$ cat src/rtl/ucc_pkg.sv
// Package of the serial command console: sizes, character codes, message texts,
// state and command types shared by the controller and the datapath.
// Depends on nothing.
package ucc_pkg;

   localparam int LINE_LEN = 10;
   localparam int LIDX_W = $clog2(LINE_LEN);
   localparam int CNT_W = $clog2(LINE_LEN + 1);
   localparam int IDX_W = 6;
   localparam int MAX_N = LINE_LEN + 1;

   localparam logic [1:0] OP_BYTE = 2'd0;
   localparam logic [1:0] OP_SAMPLE = 2'd1;
   localparam logic [1:0] OP_BUTTON = 2'd2;

   localparam logic [7:0] CH_CR = 8'h0D;
   localparam logic [7:0] CH_LF = 8'h0A;
   localparam logic [7:0] CH_BS = 8'h08;
   localparam logic [7:0] CH_ZERO = 8'h30;
   localparam logic [7:0] NUM_TENS = 8'(48 + MAX_N / 10);
   localparam logic [7:0] NUM_ONES = 8'(48 + MAX_N % 10);
   localparam bit NUM_TWO = (MAX_N >= 10);

   localparam int LEN_MAX = 36;
   localparam int LEN_CHARS = 12;
   localparam int LEN_SEL = 14;
   localparam int LEN_INV = 22;
   localparam int LEN_VADC = 13;
   localparam int LEN_EQ = 3;
   localparam int LEN_VAL = 8;

   localparam logic [8*LEN_MAX-1:0] MSG_MAX = "Max string length must be less than ";
   localparam logic [8*LEN_CHARS-1:0] MSG_CHARS = " characters!";
   localparam logic [8*LEN_SEL-1:0] MSG_SEL = "Selected ADC: ";
   localparam logic [8*LEN_INV-1:0] MSG_INV = "Invalid number of ADC!";
   localparam logic [8*LEN_VADC-1:0] MSG_VADC = "Value of ADC ";
   localparam logic [8*LEN_EQ-1:0] MSG_EQ = " = ";
   localparam logic [8*LEN_VAL-1:0] MSG_VAL = "Value = ";

   typedef enum logic [1:0] {
      ST_IDLE,
      ST_PARSE,
      ST_COMMIT,
      ST_EMIT
   } state_type;

   typedef enum logic [2:0] {
      K_ECHO,
      K_CR,
      K_SEL_OK,
      K_SEL_BAD,
      K_SHOW,
      K_MAX,
      K_BUTTON
   } kind_type;

   typedef enum logic [3:0] {
      P_ECHO,
      P_CRLF,
      P_MAX,
      P_NUM,
      P_CHARS,
      P_SEL,
      P_SELBYTE,
      P_INV,
      P_VADC,
      P_CHDIG,
      P_EQ,
      P_DIGITS,
      P_VAL
   } piece_type;

   typedef struct packed {
      piece_type piece;
      logic      final_piece;
   } seq_type;

   typedef struct packed {
      logic             store_char;
      logic             backspace;
      logic             clear_line;
      logic             store_sample;
      logic             load_disp;
      logic             parse_start;
      logic             parse_step;
      logic [1:0]       pidx;
      logic             commit;
      logic             dig_sub;
      logic             dig_clr;
      logic             emit;
      logic             last;
      piece_type        piece;
      logic [IDX_W-1:0] idx;
   } cmd_type;

   typedef struct packed {
      logic in_cr;
      logic in_bs;
      logic line_full;
      logic m_set;
      logic m_sel;
      logic m_show;
      logic sel_ok;
      logic selb_zero;
      logic dig_ge;
      logic out_free;
   } status_type;

   function automatic logic [IDX_W-1:0] piece_len(piece_type p);
      logic [IDX_W-1:0] n;
      unique case (p)
         P_CRLF:   n = IDX_W'(2);
         P_MAX:    n = IDX_W'(LEN_MAX);
         P_NUM:    n = NUM_TWO ? IDX_W'(2) : IDX_W'(1);
         P_CHARS:  n = IDX_W'(LEN_CHARS);
         P_SEL:    n = IDX_W'(LEN_SEL);
         P_INV:    n = IDX_W'(LEN_INV);
         P_VADC:   n = IDX_W'(LEN_VADC);
         P_EQ:     n = IDX_W'(LEN_EQ);
         P_DIGITS: n = IDX_W'(4);
         P_VAL:    n = IDX_W'(LEN_VAL);
         default:  n = IDX_W'(1);
      endcase
      return n;
   endfunction

   function automatic seq_type seq_piece(kind_type k, logic [2:0] s);
      seq_type r;
      r = '{piece: P_CRLF, final_piece: 1'b1};
      unique case (k)
         K_ECHO: r = '{piece: P_ECHO, final_piece: 1'b1};
         K_CR:   r = '{piece: P_CRLF, final_piece: 1'b1};
         K_SEL_OK: begin
            case (s)
               3'd0:    r = '{piece: P_CRLF, final_piece: 1'b0};
               3'd1:    r = '{piece: P_SEL, final_piece: 1'b0};
               3'd2:    r = '{piece: P_SELBYTE, final_piece: 1'b0};
               default: r = '{piece: P_CRLF, final_piece: 1'b1};
            endcase
         end
         K_SEL_BAD: begin
            case (s)
               3'd0:    r = '{piece: P_CRLF, final_piece: 1'b0};
               3'd1:    r = '{piece: P_INV, final_piece: 1'b0};
               default: r = '{piece: P_CRLF, final_piece: 1'b1};
            endcase
         end
         K_SHOW: begin
            case (s)
               3'd0:    r = '{piece: P_CRLF, final_piece: 1'b0};
               3'd1:    r = '{piece: P_VADC, final_piece: 1'b0};
               3'd2:    r = '{piece: P_CHDIG, final_piece: 1'b0};
               3'd3:    r = '{piece: P_EQ, final_piece: 1'b0};
               3'd4:    r = '{piece: P_DIGITS, final_piece: 1'b0};
               default: r = '{piece: P_CRLF, final_piece: 1'b1};
            endcase
         end
         K_MAX: begin
            case (s)
               3'd0:    r = '{piece: P_CRLF, final_piece: 1'b0};
               3'd1:    r = '{piece: P_MAX, final_piece: 1'b0};
               3'd2:    r = '{piece: P_NUM, final_piece: 1'b0};
               3'd3:    r = '{piece: P_CHARS, final_piece: 1'b0};
               default: r = '{piece: P_CRLF, final_piece: 1'b1};
            endcase
         end
         K_BUTTON: begin
            case (s)
               3'd0:    r = '{piece: P_VAL, final_piece: 1'b0};
               3'd1:    r = '{piece: P_DIGITS, final_piece: 1'b0};
               default: r = '{piece: P_CRLF, final_piece: 1'b1};
            endcase
         end
         default: r = '{piece: P_CRLF, final_piece: 1'b1};
      endcase
      return r;
   endfunction

endpackage

$ cat src/rtl/ucc_if.sv
// Handshake channels of the serial command console: input items and reply characters.
// Depends on nothing.
interface ucc_req_if;
   logic       valid;
   logic       ready;
   logic [1:0] opcode;
   logic [9:0] payload;
   modport source(output valid, output opcode, output payload, input ready);
   modport sink(input valid, input opcode, input payload, output ready);
endinterface

interface ucc_rsp_if;
   logic        valid;
   logic        ready;
   logic [7:0]  tx_byte;
   logic        last;
   logic [13:0] shown_value;
   logic        mux_channel;
   modport source(output valid, output tx_byte, output last, output shown_value,
                  output mux_channel, input ready);
   modport sink(input valid, input tx_byte, input last, input shown_value,
                input mux_channel, output ready);
endinterface

$ cat src/rtl/ucc_ctrl.sv
// Controller of the serial command console: accepts items and sequences the
// reply pieces. Depends on ucc_pkg.
module ucc_ctrl (
   input  logic                clock,
   input  logic                reset,
   input  logic                req_valid,
   input  logic [1:0]          req_opcode,
   output logic                req_ready,
   input  ucc_pkg::status_type st,
   output ucc_pkg::cmd_type    cmd
);
   import ucc_pkg::*;

   state_type        state_ff, state_in;
   kind_type         kind_ff, kind_in;
   logic [2:0]       step_ff, step_in;
   logic [IDX_W-1:0] idx_ff, idx_in;
   logic [1:0]       pcnt_ff, pcnt_in;
   seq_type          cur;
   logic             piece_end;

   always_ff @(posedge clock) begin
      if (reset) begin
         state_ff <= ST_IDLE;
         kind_ff  <= K_ECHO;
         step_ff  <= '0;
         idx_ff   <= '0;
         pcnt_ff  <= '0;
      end else begin
         state_ff <= state_in;
         kind_ff  <= kind_in;
         step_ff  <= step_in;
         idx_ff   <= idx_in;
         pcnt_ff  <= pcnt_in;
      end
   end

   always_comb begin
      state_in  = state_ff;
      kind_in   = kind_ff;
      step_in   = step_ff;
      idx_in    = idx_ff;
      pcnt_in   = pcnt_ff;
      req_ready = 1'b0;
      cmd       = '0;
      cur       = seq_piece(kind_ff, step_ff);
      piece_end = (idx_ff == piece_len(cur.piece) - IDX_W'(1));
      cmd.piece = cur.piece;
      cmd.idx   = idx_ff;
      cmd.pidx  = pcnt_ff;
      cmd.last  = cur.final_piece && piece_end;
      unique case (state_ff)
         ST_IDLE: begin
            req_ready = 1'b1;
            step_in   = '0;
            idx_in    = '0;
            pcnt_in   = '0;
            if (req_valid) begin
               case (req_opcode)
                  OP_BYTE: begin
                     if (st.in_cr) begin
                        cmd.parse_start = 1'b1;
                        state_in = st.m_set ? ST_PARSE : ST_COMMIT;
                     end else if (st.in_bs) begin
                        cmd.backspace = 1'b1;
                        kind_in  = K_ECHO;
                        state_in = ST_EMIT;
                     end else if (st.line_full) begin
                        cmd.clear_line = 1'b1;
                        kind_in  = K_MAX;
                        state_in = ST_EMIT;
                     end else begin
                        cmd.store_char = 1'b1;
                        kind_in  = K_ECHO;
                        state_in = ST_EMIT;
                     end
                  end
                  OP_SAMPLE: cmd.store_sample = 1'b1;
                  OP_BUTTON: begin
                     cmd.load_disp = 1'b1;
                     kind_in  = K_BUTTON;
                     state_in = ST_EMIT;
                  end
                  default: ;
               endcase
            end
         end
         ST_PARSE: begin
            cmd.parse_step = 1'b1;
            pcnt_in = pcnt_ff + 2'd1;
            if (pcnt_ff == 2'd3) begin
               state_in = ST_COMMIT;
            end
         end
         ST_COMMIT: begin
            cmd.commit = 1'b1;
            if (st.m_sel) begin
               kind_in = st.sel_ok ? K_SEL_OK : K_SEL_BAD;
            end else if (st.m_show) begin
               kind_in = K_SHOW;
            end else begin
               kind_in = K_CR;
            end
            state_in = ST_EMIT;
         end
         ST_EMIT: begin
            if (cur.piece == P_SELBYTE && st.selb_zero) begin
               step_in = step_ff + 3'd1;
               idx_in  = '0;
            end else if (cur.piece == P_DIGITS && st.dig_ge) begin
               cmd.dig_sub = 1'b1;
            end else if (st.out_free) begin
               cmd.emit    = 1'b1;
               cmd.dig_clr = (cur.piece == P_DIGITS);
               if (piece_end) begin
                  idx_in  = '0;
                  step_in = step_ff + 3'd1;
                  if (cur.final_piece) begin
                     state_in = ST_IDLE;
                  end
               end else begin
                  idx_in = idx_ff + IDX_W'(1);
               end
            end
         end
         default: state_in = ST_IDLE;
      endcase
   end

endmodule

$ cat src/rtl/ucc_datapath.sv
// Datapath of the serial command console: line store, command parsing, digit
// conversion, character selection and the reply register. Depends on ucc_pkg.
module ucc_datapath (
   input  logic                clock,
   input  logic                reset,
   input  logic [9:0]          req_payload,
   input  ucc_pkg::cmd_type    cmd,
   output ucc_pkg::status_type st,
   input  logic                rsp_ready,
   output logic                rsp_valid,
   output logic [7:0]          rsp_tx_byte,
   output logic                rsp_last,
   output logic [13:0]         rsp_shown_value,
   output logic                rsp_mux_channel
);
   import ucc_pkg::*;

   logic [7:0]       line_ff [LINE_LEN];
   logic [7:0]       line_in [LINE_LEN];
   logic [CNT_W-1:0] count_ff, count_in;
   logic [13:0]      disp_ff, disp_in;
   logic [3:0]       rchan_ff, rchan_in;
   logic             mux_ff, mux_in;
   logic [9:0]       sample_ff, sample_in;
   logic [7:0]       byte_ff, byte_in;
   logic [7:0]       selb_ff, selb_in;
   logic             dmode_ff, dmode_in;
   logic             done_ff, done_in;
   logic             neg_ff, neg_in;
   logic [13:0]      pval_ff, pval_in;
   logic [13:0]      rem_ff, rem_in;
   logic [3:0]       cnt_ff, cnt_in;
   logic             ov_ff, ov_in;
   logic [7:0]       otx_ff, otx_in;
   logic             olast_ff, olast_in;
   logic [13:0]      oshow_ff, oshow_in;
   logic             omux_ff, omux_in;

   logic [7:0]       in_byte, pc, sel_a, ch;
   logic             pc_dig, pc_blank, a_dig;
   logic [3:0]       sel;
   logic [13:0]      weight;
   logic [LIDX_W-1:0] pos, last_pos;

   always_ff @(posedge clock) begin
      if (reset) begin
         for (int i = 0; i < LINE_LEN; i++) begin
            line_ff[i] <= '0;
         end
         count_ff  <= '0;
         disp_ff   <= '0;
         rchan_ff  <= '0;
         mux_ff    <= 1'b1;
         sample_ff <= '0;
         ov_ff     <= 1'b0;
      end else begin
         line_ff   <= line_in;
         count_ff  <= count_in;
         disp_ff   <= disp_in;
         rchan_ff  <= rchan_in;
         mux_ff    <= mux_in;
         sample_ff <= sample_in;
         ov_ff     <= ov_in;
      end
   end

   always_ff @(posedge clock) begin
      byte_ff  <= byte_in;
      selb_ff  <= selb_in;
      dmode_ff <= dmode_in;
      done_ff  <= done_in;
      neg_ff   <= neg_in;
      pval_ff  <= pval_in;
      rem_ff   <= rem_in;
      cnt_ff   <= cnt_in;
      otx_ff   <= otx_in;
      olast_ff <= olast_in;
      oshow_ff <= oshow_in;
      omux_ff  <= omux_in;
   end

   always_comb begin
      in_byte  = req_payload[7:0];
      pos      = count_ff[LIDX_W-1:0];
      last_pos = LIDX_W'(count_ff - CNT_W'(1));
      pc       = line_ff[LIDX_W'(4) + LIDX_W'(cmd.pidx)];
      pc_dig   = (pc >= 8'h30) && (pc <= 8'h39);
      pc_blank = (pc == 8'h20) || ((pc >= 8'h09) && (pc <= 8'h0D));
      sel_a    = line_ff[7];
      a_dig    = (sel_a >= 8'h30) && (sel_a <= 8'h39);
      sel      = a_dig ? sel_a[3:0] : 4'd0;
      case (cmd.idx[1:0])
         2'd0:    weight = 14'd1000;
         2'd1:    weight = 14'd100;
         2'd2:    weight = 14'd10;
         default: weight = 14'd1;
      endcase

      st.in_cr     = (in_byte == CH_CR);
      st.in_bs     = (in_byte == CH_BS);
      st.line_full = (count_ff >= CNT_W'(LINE_LEN));
      st.m_set     = (line_ff[0] == "s") && (line_ff[1] == "e") && (line_ff[2] == "t")
                     && (line_ff[3] == " ");
      st.m_sel     = (line_ff[0] == "s") && (line_ff[1] == "e") && (line_ff[2] == "l")
                     && (line_ff[3] == "e") && (line_ff[4] == "c") && (line_ff[5] == "t")
                     && (line_ff[6] == " ");
      st.m_show    = (line_ff[0] == "s") && (line_ff[1] == "h") && (line_ff[2] == "o")
                     && (line_ff[3] == "w") && (line_ff[4] == "A") && (line_ff[5] == "D")
                     && (line_ff[6] == "C");
      st.sel_ok    = (sel <= 4'd1);
      st.selb_zero = (selb_ff == 8'h00);
      st.dig_ge    = (rem_ff >= weight);
      st.out_free  = !ov_ff || rsp_ready;

      unique case (cmd.piece)
         P_ECHO:    ch = byte_ff;
         P_CRLF:    ch = cmd.idx[0] ? CH_LF : CH_CR;
         P_MAX:     ch = MSG_MAX[8*(LEN_MAX-1-int'(cmd.idx)) +: 8];
         P_NUM:     ch = (NUM_TWO && cmd.idx == '0) ? NUM_TENS : NUM_ONES;
         P_CHARS:   ch = MSG_CHARS[8*(LEN_CHARS-1-int'(cmd.idx)) +: 8];
         P_SEL:     ch = MSG_SEL[8*(LEN_SEL-1-int'(cmd.idx)) +: 8];
         P_SELBYTE: ch = selb_ff;
         P_INV:     ch = MSG_INV[8*(LEN_INV-1-int'(cmd.idx)) +: 8];
         P_VADC:    ch = MSG_VADC[8*(LEN_VADC-1-int'(cmd.idx)) +: 8];
         P_CHDIG:   ch = CH_ZERO + {4'h0, rchan_ff};
         P_EQ:      ch = MSG_EQ[8*(LEN_EQ-1-int'(cmd.idx)) +: 8];
         P_DIGITS:  ch = CH_ZERO | {4'h0, cnt_ff};
         P_VAL:     ch = MSG_VAL[8*(LEN_VAL-1-int'(cmd.idx)) +: 8];
         default:   ch = 8'h00;
      endcase

      line_in   = line_ff;
      count_in  = count_ff;
      disp_in   = disp_ff;
      rchan_in  = rchan_ff;
      mux_in    = mux_ff;
      sample_in = sample_ff;
      byte_in   = cmd.store_char || cmd.backspace ? in_byte : byte_ff;
      selb_in   = selb_ff;
      dmode_in  = dmode_ff;
      done_in   = done_ff;
      neg_in    = neg_ff;
      pval_in   = pval_ff;
      rem_in    = rem_ff;
      cnt_in    = cnt_ff;
      ov_in     = ov_ff && !rsp_ready;
      otx_in    = otx_ff;
      olast_in  = olast_ff;
      oshow_in  = oshow_ff;
      omux_in   = omux_ff;

      if (cmd.store_char) begin
         line_in[pos] = in_byte;
         count_in     = count_ff + CNT_W'(1);
      end
      if (cmd.backspace && count_ff != '0) begin
         line_in[last_pos] = 8'h00;
         count_in          = count_ff - CNT_W'(1);
      end
      if (cmd.store_sample) begin
         sample_in = req_payload;
      end
      if (cmd.load_disp) begin
         rem_in = disp_ff;
         cnt_in = '0;
      end
      if (cmd.parse_start) begin
         dmode_in = 1'b0;
         done_in  = 1'b0;
         neg_in   = 1'b0;
         pval_in  = '0;
      end
      if (cmd.parse_step && !done_ff) begin
         if (!dmode_ff) begin
            if (pc_blank) begin
               dmode_in = 1'b0;
            end else if (pc == "+" || pc == "-") begin
               neg_in   = (pc == "-");
               dmode_in = 1'b1;
            end else if (pc_dig) begin
               pval_in  = {10'd0, pc[3:0]};
               dmode_in = 1'b1;
            end else begin
               done_in = 1'b1;
            end
         end else if (pc_dig) begin
            pval_in = (pval_ff << 3) + (pval_ff << 1) + {10'd0, pc[3:0]};
         end else begin
            done_in = 1'b1;
         end
      end
      if (cmd.commit) begin
         if (st.m_set) begin
            disp_in = neg_ff ? 14'd0 : pval_ff;
         end
         if (st.m_sel) begin
            rchan_in = sel;
            if (st.sel_ok) begin
               mux_in = sel[0];
            end
         end
         selb_in = sel_a;
         rem_in  = {4'd0, sample_ff};
         cnt_in  = '0;
      end
      if (cmd.clear_line || cmd.commit) begin
         for (int i = 0; i < LINE_LEN; i++) begin
            line_in[i] = 8'h00;
         end
         count_in = '0;
      end
      if (cmd.dig_sub) begin
         rem_in = rem_ff - weight;
         cnt_in = cnt_ff + 4'd1;
      end
      if (cmd.dig_clr) begin
         cnt_in = '0;
      end
      if (cmd.emit) begin
         ov_in    = 1'b1;
         otx_in   = ch;
         olast_in = cmd.last;
         oshow_in = disp_ff;
         omux_in  = mux_ff;
      end
   end

   assign rsp_valid       = ov_ff;
   assign rsp_tx_byte     = otx_ff;
   assign rsp_last        = olast_ff;
   assign rsp_shown_value = oshow_ff;
   assign rsp_mux_channel = omux_ff;

endmodule

$ cat src/rtl/uart_command_console.sv
// Top level of the serial command console. An echoed character is registered in the emit
// state once the reply register is free; a line end adds a commit state, preceded by parse
// steps for a set command. Replies stream at one character per cycle while the receiver is
// ready and no digit subtraction is under way. The next item is taken the cycle after the
// last reply character is registered; samples never leave the idle state and go back to back.
// Synchronous reset empties the line, zeroes the display value and sample, picks channel 1.
module uart_command_console (
   input logic clock,
   input logic reset,
   ucc_req_if.sink   req_chan,
   ucc_rsp_if.source rsp_chan
);
   import ucc_pkg::*;

   cmd_type    cmd;
   status_type st;

   ucc_ctrl u_ctrl (
      .clock      (clock),
      .reset      (reset),
      .req_valid  (req_chan.valid),
      .req_opcode (req_chan.opcode),
      .req_ready  (req_chan.ready),
      .st         (st),
      .cmd        (cmd)
   );

   ucc_datapath u_datapath (
      .clock           (clock),
      .reset           (reset),
      .req_payload     (req_chan.payload),
      .cmd             (cmd),
      .st              (st),
      .rsp_ready       (rsp_chan.ready),
      .rsp_valid       (rsp_chan.valid),
      .rsp_tx_byte     (rsp_chan.tx_byte),
      .rsp_last        (rsp_chan.last),
      .rsp_shown_value (rsp_chan.shown_value),
      .rsp_mux_channel (rsp_chan.mux_channel)
   );

endmodule

$ cat src/flat_wrapper.sv
// flat-port wrapper written by rule: the top's interface ports become plain ports
module uart_command_console_flat import ucc_pkg::*;
  (clock, reset, req_chan_valid, req_chan_opcode, req_chan_payload, req_chan_ready, rsp_chan_valid, rsp_chan_tx_byte, rsp_chan_last, rsp_chan_shown_value, rsp_chan_mux_channel, rsp_chan_ready);
  ucc_req_if req_chan_i ();
  ucc_rsp_if rsp_chan_i ();
  input logic clock;
  input logic reset;
  input wire logic [$bits(req_chan_i.valid)-1:0] req_chan_valid;
  input wire logic [$bits(req_chan_i.opcode)-1:0] req_chan_opcode;
  input wire logic [$bits(req_chan_i.payload)-1:0] req_chan_payload;
  output wire logic [$bits(req_chan_i.ready)-1:0] req_chan_ready;
  output wire logic [$bits(rsp_chan_i.valid)-1:0] rsp_chan_valid;
  output wire logic [$bits(rsp_chan_i.tx_byte)-1:0] rsp_chan_tx_byte;
  output wire logic [$bits(rsp_chan_i.last)-1:0] rsp_chan_last;
  output wire logic [$bits(rsp_chan_i.shown_value)-1:0] rsp_chan_shown_value;
  output wire logic [$bits(rsp_chan_i.mux_channel)-1:0] rsp_chan_mux_channel;
  input wire logic [$bits(rsp_chan_i.ready)-1:0] rsp_chan_ready;
  assign req_chan_i.valid = req_chan_valid;
  assign req_chan_i.opcode = req_chan_opcode;
  assign req_chan_i.payload = req_chan_payload;
  assign req_chan_ready = req_chan_i.ready;
  assign rsp_chan_valid = rsp_chan_i.valid;
  assign rsp_chan_tx_byte = rsp_chan_i.tx_byte;
  assign rsp_chan_last = rsp_chan_i.last;
  assign rsp_chan_shown_value = rsp_chan_i.shown_value;
  assign rsp_chan_mux_channel = rsp_chan_i.mux_channel;
  assign rsp_chan_i.ready = rsp_chan_ready;
  uart_command_console u_core (.clock(clock), .reset(reset), .req_chan(req_chan_i), .rsp_chan(rsp_chan_i));
endmodule
$ cat config.mk
export PLATFORM = sky130hd
export DESIGN_NAME = uart_command_console_flat
export DESIGN_NICKNAME = d
export VERILOG_FILES = /design/src/rtl/ucc_pkg.sv /design/src/rtl/ucc_if.sv /design/src/rtl/ucc_ctrl.sv /design/src/rtl/ucc_datapath.sv /design/src/rtl/uart_command_console.sv /design/src/flat_wrapper.sv
export SDC_FILE = /design/constraint.sdc
export NUM_CORES = 1
export LEC_CHECK = 0
export BUFFER_PORTS_ARGS = -buffer_cell sky130_fd_sc_hd__buf_2
export CAP_MARGIN = 20
export CORE_MARGIN = 2
export CORE_UTILIZATION = 35
export CTS_BUF_LIST = sky130_fd_sc_hd__clkbuf_4
export CTS_CLUSTER_DIAMETER = 150
export DETAILED_ROUTE_END_ITERATION = 7
export GPL_TIMING_DRIVEN = 0
export PLACE_DENSITY = 0.59
export SLEW_MARGIN = 20
export SYNTH_ARGS = -nofsm -noshare
export SYNTH_HDL_FRONTEND = slang
export SYNTH_SLANG_ARGS = --single-unit
$ cat constraint.sdc
create_clock -name clock -period 11.2 [get_ports clock]
set_input_delay 2.24 -clock clock [delete_from_list [all_inputs] [get_ports clock]]
set_output_delay 2.24 -clock clock [all_outputs]
set_load 0.02 [all_outputs]
==> results of run 1 <==
## Yosys cell counts, types with 15 or more instances
cell	instances	area, µm²
a21oi_1	172	861
buf_1	15	56.3
buf_2	15	75.1
clkbuf_1	60	225
dfxtp_1	135	2700
edfxtp_1	54	1620
ha_1	74	926
inv_1	34	128
mux2i_1	18	180
nand2_1	211	792
nand2b_1	15	93.8
nand3_1	104	521
nand4_1	15	93.8
nor2_1	87	327
nor2b_1	22	138
nor3_1	33	165
nor3b_1	20	150
o21ai_0	77	385
o22ai_1	19	119
xnor2_1	31	272
xor2_1	20	175
## area by class of cell
| class | instances | share of cell area |
|---|---|---|
| repair buffers | 41 | 0.0173 |
| flip-flops and latches | 189 | 0.329 |
| inverters | 39 | 0.0112 |
| clock buffers | 18 | 0.0103 |
| diodes | 1 | 0.000191 |
| plain buffers | 94 | 0.0300 |
| well taps | 448 | 0.0427 |
| multi-input cells | 1148 | 0.548 |
| clock inverters | 14 | 0.0109 |
## cells in the final DEF, fill, tap and decap left out, types with 12 or more instances in the layout
cell type  count
a211oi_1      13
o22ai_1       19
nor2_1        87
nand4_1       15
xnor2_1       31
inv_1         34
mux2i_1       18
nand2b_1      15
nor2b_1       21
nand2_1      211
nor3b_1       20
and2_1        12
clkbuf_4      18
clkbuf_1      60
buf_2         55
nor3_1        33
buf_1         15
nand3_1      104
edfxtp_1      54
nor4_1        12
a21oi_1      172
o21ai_0       77
dfxtp_1      135
ha_1          74
xor2_1        20
## power breakdown
group	leakage [nW]	internal (mW)	switching, mW	total, mW
Clock	0.142	0.135	0.262	0.397
Sequential	1.59	0.758	0.0285	0.787
Combinational	2.88	0.197	0.371	0.568
Total	4.62	1.09	0.661	1.75
## registers in the layout (all words and copies together) (netlist names), 8 cells and up
signal	cells
u_core.u_datapath.byte_ff	8
u_core.u_datapath.disp_ff	14
u_core.u_datapath.line_ff	56
u_core.u_datapath.pval_ff	14
u_core.u_datapath.rem_ff	14
u_core.u_datapath.rsp_shown_value	14
u_core.u_datapath.rsp_tx_byte	8
u_core.u_datapath.sample_ff	10
u_core.u_datapath.sel_a	8
u_core.u_datapath.selb_ff	8
## routing by layer
metal | track usage | share of wire | vias up
met2 | 0.330 | 0.47 | 347
met3 | 0.0293 | 0.054 | 52
met4 | 0.0546 | 0.019 | 0
met1 | 0.279 | 0.46 | 5447
li1 | - | - | 5463
met5 | 0 | 0 | -
## critical path, cell delays in order
cell	delay [ps]
buf_2	140
clkbuf_1	620
nor3_2	140
and3_1	260
buf_2	160
nor2b_1	480
and3_1	370
and2_1	150
buf_2	230
buf_1	430
nand3_1	180
a21oi_1	170
## path summary, 6_finish.rpt
| check | start | end | slack, ps | cells after the start |
|---|---|---|---|---|
| worst max register to register | u_core.u_ctrl.idx_ff[0] | u_core.u_datapath.cnt_ff[3] | 6270 | 14 |
| worst min-delay path | u_core.u_datapath.sample_ff[4] | u_core.u_datapath.sample_ff[4] | 470 | 2 |
| worst max-delay path | req_chan_payload[6] | u_core.u_datapath.line_ff[39] | 6160 | 12 |
| worst min register to register | u_core.u_datapath.sample_ff[4] | u_core.u_datapath.sample_ff[4] | 470 | 2 |
## kinds of logic after synthesis
| logic type | after synthesis | synth area share |
|---|---|---|
| compound gates | 399 | 0.203 |
| xor+xnor | 51 | 0.0371 |
| fa+ha+maj | 77 | 0.0818 |
| buf+inv | 133 | 0.0448 |
| flops | 189 | 0.359 |
| mux | 28 | 0.0302 |
| simple gates | 593 | 0.244 |
==> results by group, run 1 <==
Worst setup path
  • Worst setup SP type: input pin
  • CP Capture Type: flip-flop
  • Setup CP Type: in -> reg
  • Worst Path Required: 11,740 ps
  • Critical path peak fanout: 10
  • Critical Path AT: 5580 ps

Power
  • Pwr Density: 133 nW/µm²
  • P_leak: 4.62 nW
  • VDD IR max: 0.0633 mV
  • Tot Pwr: 1.75 mW

Synthesis
  • EDFF count, synth: 54
  • Async set-or-reset flop fraction in the synthesized netlist: 0
  • Synth Flop Type: dfxtp_1
  • Synth Register Bits: 189
  • Yosys cell types: 90
  • Synth Cell Area: 12,100 µm²
  • Syn. warnings: 0
  • Avg Cell Area, Syn: 8.20 µm²
  • Syn Inst Count: 1,470
  • Sequential fraction of the synthesis area: 0.359
  • Post-Syn Nets: 1,563

Clocking
  • Clock slew at reported path FFs: 160 ps
  • Postcts setup bufs: 0
  • Clk sink count: 189
  • Clock Latency Late Sink: 630 ps
  • TritonCTS clock tree: yes
  • Post-CTS Resized: 0
  • Clock root buffer: clkbuf_4
  • Num CTS Buffers: 17
  • H-tree depth: 4
  • Clk buf depth: 2
  • Hold_buf cts: 0

Layout
  • Final Util: 0.390
  • Fin cells: 1,992
  • Cell area after layout: 13,100 µm²
  • Layout cells sized above 1: 0.0830
  • Fillers: 3,523
  • Nets: 1,623
  • Synthesis-to-finish area growth: 8.93%
  • Storage cell area: 4320 µm²
  • Multi-input logic area: 7190 µm²

Global route
  • Vias in the first global route: 10,200
  • Global-route wire length before repair: 57,500 µm
  • Largest net degree at the start of global routing: 17
  • Overall routing resource usage: 0.202
  • Global route total overflow: 0
  • Initial antenna violation count: 1

Floorplanning
  • Num ports: 42
  • Die ar.: 35,900 µm²
  • Row cnt: 67
  • Die Y: 190 µm
  • Initial Utilization: 0.358
  • CORE AREA: 33,700 µm²
  • Chip Width: 190 µm

Timing
  • Setup ws final: 6160 ps
  • Relative slew slack: 0.300
  • Final clock period utilization by the worst path: 0.450
  • # setup viols final: 0
  • Max Fclk: 0.199 GHz
  • Period minus WS final: 5040 ps
  • RSZ-0062 raised after global routing: no
  • Max Slew Vio Count: 0
  • Fin Clk Skew: 50.3 ps
  • Worst slew pin tran: 1040 ps
  • Post-Route Setup TNS: 0 ps
  • Final hold vios: 0
  • Hold WS: 466 ps

Detailed routing
  • Vias/cell: 5.68
  • DRT iter0 DRCs: 979
  • Final WL: 36,700 µm
  • Antenna-violating nets left: 0
  • Vias post-DR: 11,300
  • Drt drc: 0
  • First-pass DRT Iterations: 6
  • Drt wl/cell: 18.4 µm

Worst hold path
  • Hold Crit Class: reg -> reg

Run
  • Max cap viols: 0

Placed design
  • Placed Area: 12,800 µm²
  • I/O Buffers: 40
  • Gp weighted congestion: 0.909
  • Placed Instances: 1,959
  • Setup WS pre-CTS: 5610 ps
  • Dpl hpwl: 27,500 µm

Run status
  • Outcome: completed
No activity file was read; power rests on OpenSTA's default activity.
==> run 2, diff against run 1 <==
- PLACE_DENSITY: 0.59 -> 0.61
- clock period: 11.2 -> 4.3 ns (I/O delays scaled with it)
==> results by group, run 2 (same netlist as run 1, synthesis figures left out) <==
Placed design
  • Gp weighted congestion: 0.929 (+2.2%)
  • I/O Buffers: 40 (unchanged)
  • Dpl hpwl: 27,400 µm (-0.51%)

Layout
  • Commonest non-fill, non-tap cell in the layout: nand2_1
  • Commonest cells after routing, fill and taps aside: nand2_1 (209), a21oi_1 (170), dfxtp_1 (132)
  • Synthesis-to-finish area growth: 10.9%
  • Final Util: 0.396 (+0.00691)
  • Max reg flops: 56 (unchanged)
  • Fillers: 3,443 (-2.3%)
  • Nets: 1,635 (+0.74%)
  • Biggest register: u_core.u_datapath.line_ff
  • Layout cells sized above 1: 0.113 (+0.0302)

Floorplanning
  • Chip Width: 190 µm (unchanged)
  • CORE AREA: 33,700 µm² (unchanged)
  • Die ar.: 35,900 µm² (unchanged)
  • Die Y: 190 µm (unchanged)
  • Num ports: 42 (unchanged)
  • Initial Utilization: 0.358 (unchanged)
  • Row cnt: 67 (unchanged)

Clocking
  • Num CTS Buffers: 17 (unchanged)
  • Clock root buffer: clkbuf_4
  • Clk sink count: 189 (unchanged)
  • H-tree depth: 4 (unchanged)
  • TritonCTS clock tree: yes
  • Clock Latency Late Sink: 600 ps (-30 ps)
  • Clock slew at reported path FFs: 180 ps (+20 ps)
  • Clk buf depth: 2 (unchanged)

Power
  • Logic pwr share: 0.349 (+0.025)
  • P_leak: 4.71 nW (+1.9%)
  • Tot Pwr: 4.69 mW (+170%)
  • VDD IR max: 0.167 mV (+160%)
  • Pwr Density: 351 nW/µm² (+160%)
  • Net Sw Frac: 0.373 (-0.00437)
  • Reg power frac: 0.437 (-0.012)
  • Clock power share: 0.214 (-0.013)
  • Internal power: 2.94 mW (+170%)
  • P_sw: 1.75 mW (+160%)

Global route
  • Overall routing resource usage: 0.203 (+0.00137)
  • Largest net degree at the start of global routing: 17 (unchanged)
  • Global route total overflow: 0 (unchanged)
  • Initial antenna violation count: 1 (unchanged)
  • Global-route wire length before repair: 58,200 µm (+1.1%)
  • Vias in the first global route: 10,500 (+2.6%)

Worst hold path
  • Hold EP: u_core.u_datapath.byte_ff[1]
  • HP Start: req_chan_payload[1]
  • Hold Crit Class: in -> reg
  • Hold-critical path depth: 1 (-1)

Detailed routing
  • Drt wl/cell: 18.6 µm (+1.1%)
  • Final WL: 37,300 µm (+1.7%)
  • Vias post-DR: 11,500 (+1.8%)
  • First-pass DRT Iterations: 7 (+1)
  • Drt drc: 0 (unchanged)
  • DRT iter0 DRCs: 1,322 (+35%)
  • Antenna-violating nets left: 0 (unchanged)
  • Vias/cell: 5.75 (+1.2%)

Timing
  • # setup viols final: 0 (unchanged)
  • Final clock period utilization by the worst path: 0.969
  • Period minus WS final: 4170 ps
  • Max Slew Vio Count: 0 (unchanged)
  • Relative slew slack: 0.356 (+0.0562)
  • Final hold vios: 0 (unchanged)
  • Hold WS: 445 ps (-21.5 ps)
  • Max Fclk: 0.240 GHz
  • Worst slew pin tran: 957 ps (-83.5 ps)
  • Fin Clk Skew: 59.4 ps (+9.14 ps)

Worst setup path
  • CP Capture Type: flip-flop
  • Setup CP Type: reg -> reg
  • R2r startpoint: u_core.u_ctrl.step_ff[1]
  • R2r setup slk: 130 ps (-6140 ps)
  • Worst setup SP type: flip-flop
  • CP peak stage delay: 390 ps (-230 ps)
  • Critical Path AT: 4660 ps (-920 ps)
  • Worst Path Required: 4790 ps (-6950 ps)
  • CP max-delay cell: dfxtp_4
  • Critical path peak fanout: 5 (-5)
  • RR Endpoint: u_core.u_ctrl.state_ff[1]
  • Cell Chain, Critical Path: inv_1 -> ha_2 -> or2_4 -> o21a_1 -> o311ai_4 -> buf_4 -> ha_1 -> and3_1 -> nand3_1 -> o211ai_4 -> ha_1 -> xor2_1 -> nand2_1 -> mux2_4 -> nor4_4 -> buf_4 -> o2111ai_4 -> a21o_1 -> a21oi_2
  • R2R cell count: 19 (+5)

Run status
  • Outcome: completed

Run
  • Max cap viols: 0 (unchanged)
[run 2: cell count changes in the layout (fill, tap and decap cells not counted), sizes merged]
cell / change
clkinv: -1
buf: +11
nor2b: +1
inv: -1
clkbuf: +2
[run 2: how the worst max path moves through the flow]
stage | start | to | cells after the start
final | u_core.u_ctrl.step_ff[1] | u_core.u_ctrl.state_ff[1] | 19
after global routing | u_core.u_ctrl.step_ff[0] | u_core.u_ctrl.state_ff[1] | 19
after CTS | u_core.u_ctrl.step_ff[0] | u_core.u_ctrl.state_ff[1] | 19
after detailed placement | u_core.u_ctrl.idx_ff[0] | u_core.u_datapath.cnt_ff[3] | 13
after global placement | u_core.u_ctrl.idx_ff[0] | u_core.u_datapath.cnt_ff[3] | 13
after floorplan | u_core.u_ctrl.step_ff[1] | u_core.u_ctrl.state_ff[0] | 18
[run 2: cell type report]
type / count / area (µm²) / area share
multi-input cells: 1149 / 7350 / 0.550
flip-flops and latches: 189 / 4330 / 0.324
well taps: 448 / 561 / 0.0420
plain buffers: 94 / 403 / 0.0302
repair buffers: 52 / 290 / 0.0217
inverters: 39 / 154 / 0.0115
clock buffers: 20 / 150 / 0.0112
clock inverters: 12 / 121 / 0.00908
diodes: 1 / 2.50 / 0.000187
[run 2: critical path, delay by kind of cell (launching register included)]
family	cells	cell delay [ps]
compound gates	6	1240
xor+xnor	1	180
fa+ha+maj	3	660
buf+inv	3	440
flops	1	390
mux	1	280
simple gates	5	880
[run 2: what timing repair did]
action,in CTS,in global routing
cloned,1,0
buffers inserted,3,9
hold buffers,0,0
gates resized for setup,16,34
setup endpoints to repair,73,73
pin swaps,1,5
[run 2: per-stage QoR]
stage | cells | setup slack, ps | TNS [ps] | area (µm²)
3_5_place_dp | 1958 | -666 | -35970 | 12800
5_1_grt | 2004 | -117 | -310 | 13400
6_report | 2004 | 132 | 0 | 13400
2_1_floorplan | 1470 | 267 | 0 | 12100
4_1_cts | 1994 | 6.35 | 0 | 13200
3_3_place_gp | 1958 | -1010 | -40660 | 12800
[run 2: per-layer routing]
metal,vias up,GRT usage,routed length (µm)
met5,-,0,0
met4,0,0.0516,648
met3,59,0.0260,2390
met2,432,0.337,17700
met1,5543,0.280,16500
li1,5482,-,-
[run 2: power by group through the flow]
stage | Combinational [mW] | Sequential, mW | Clock, mW
final | 1.64 | 2.05 | 1.00
after global routing | 1.79 | 2.06 | 1.09
after CTS | 1.52 | 2.05 | 1.02
after detailed placement | 1.45 | 2.09 | 0
after global placement | 1.44 | 2.08 | 0
after floorplan | 1.04 | 2.09 | 0
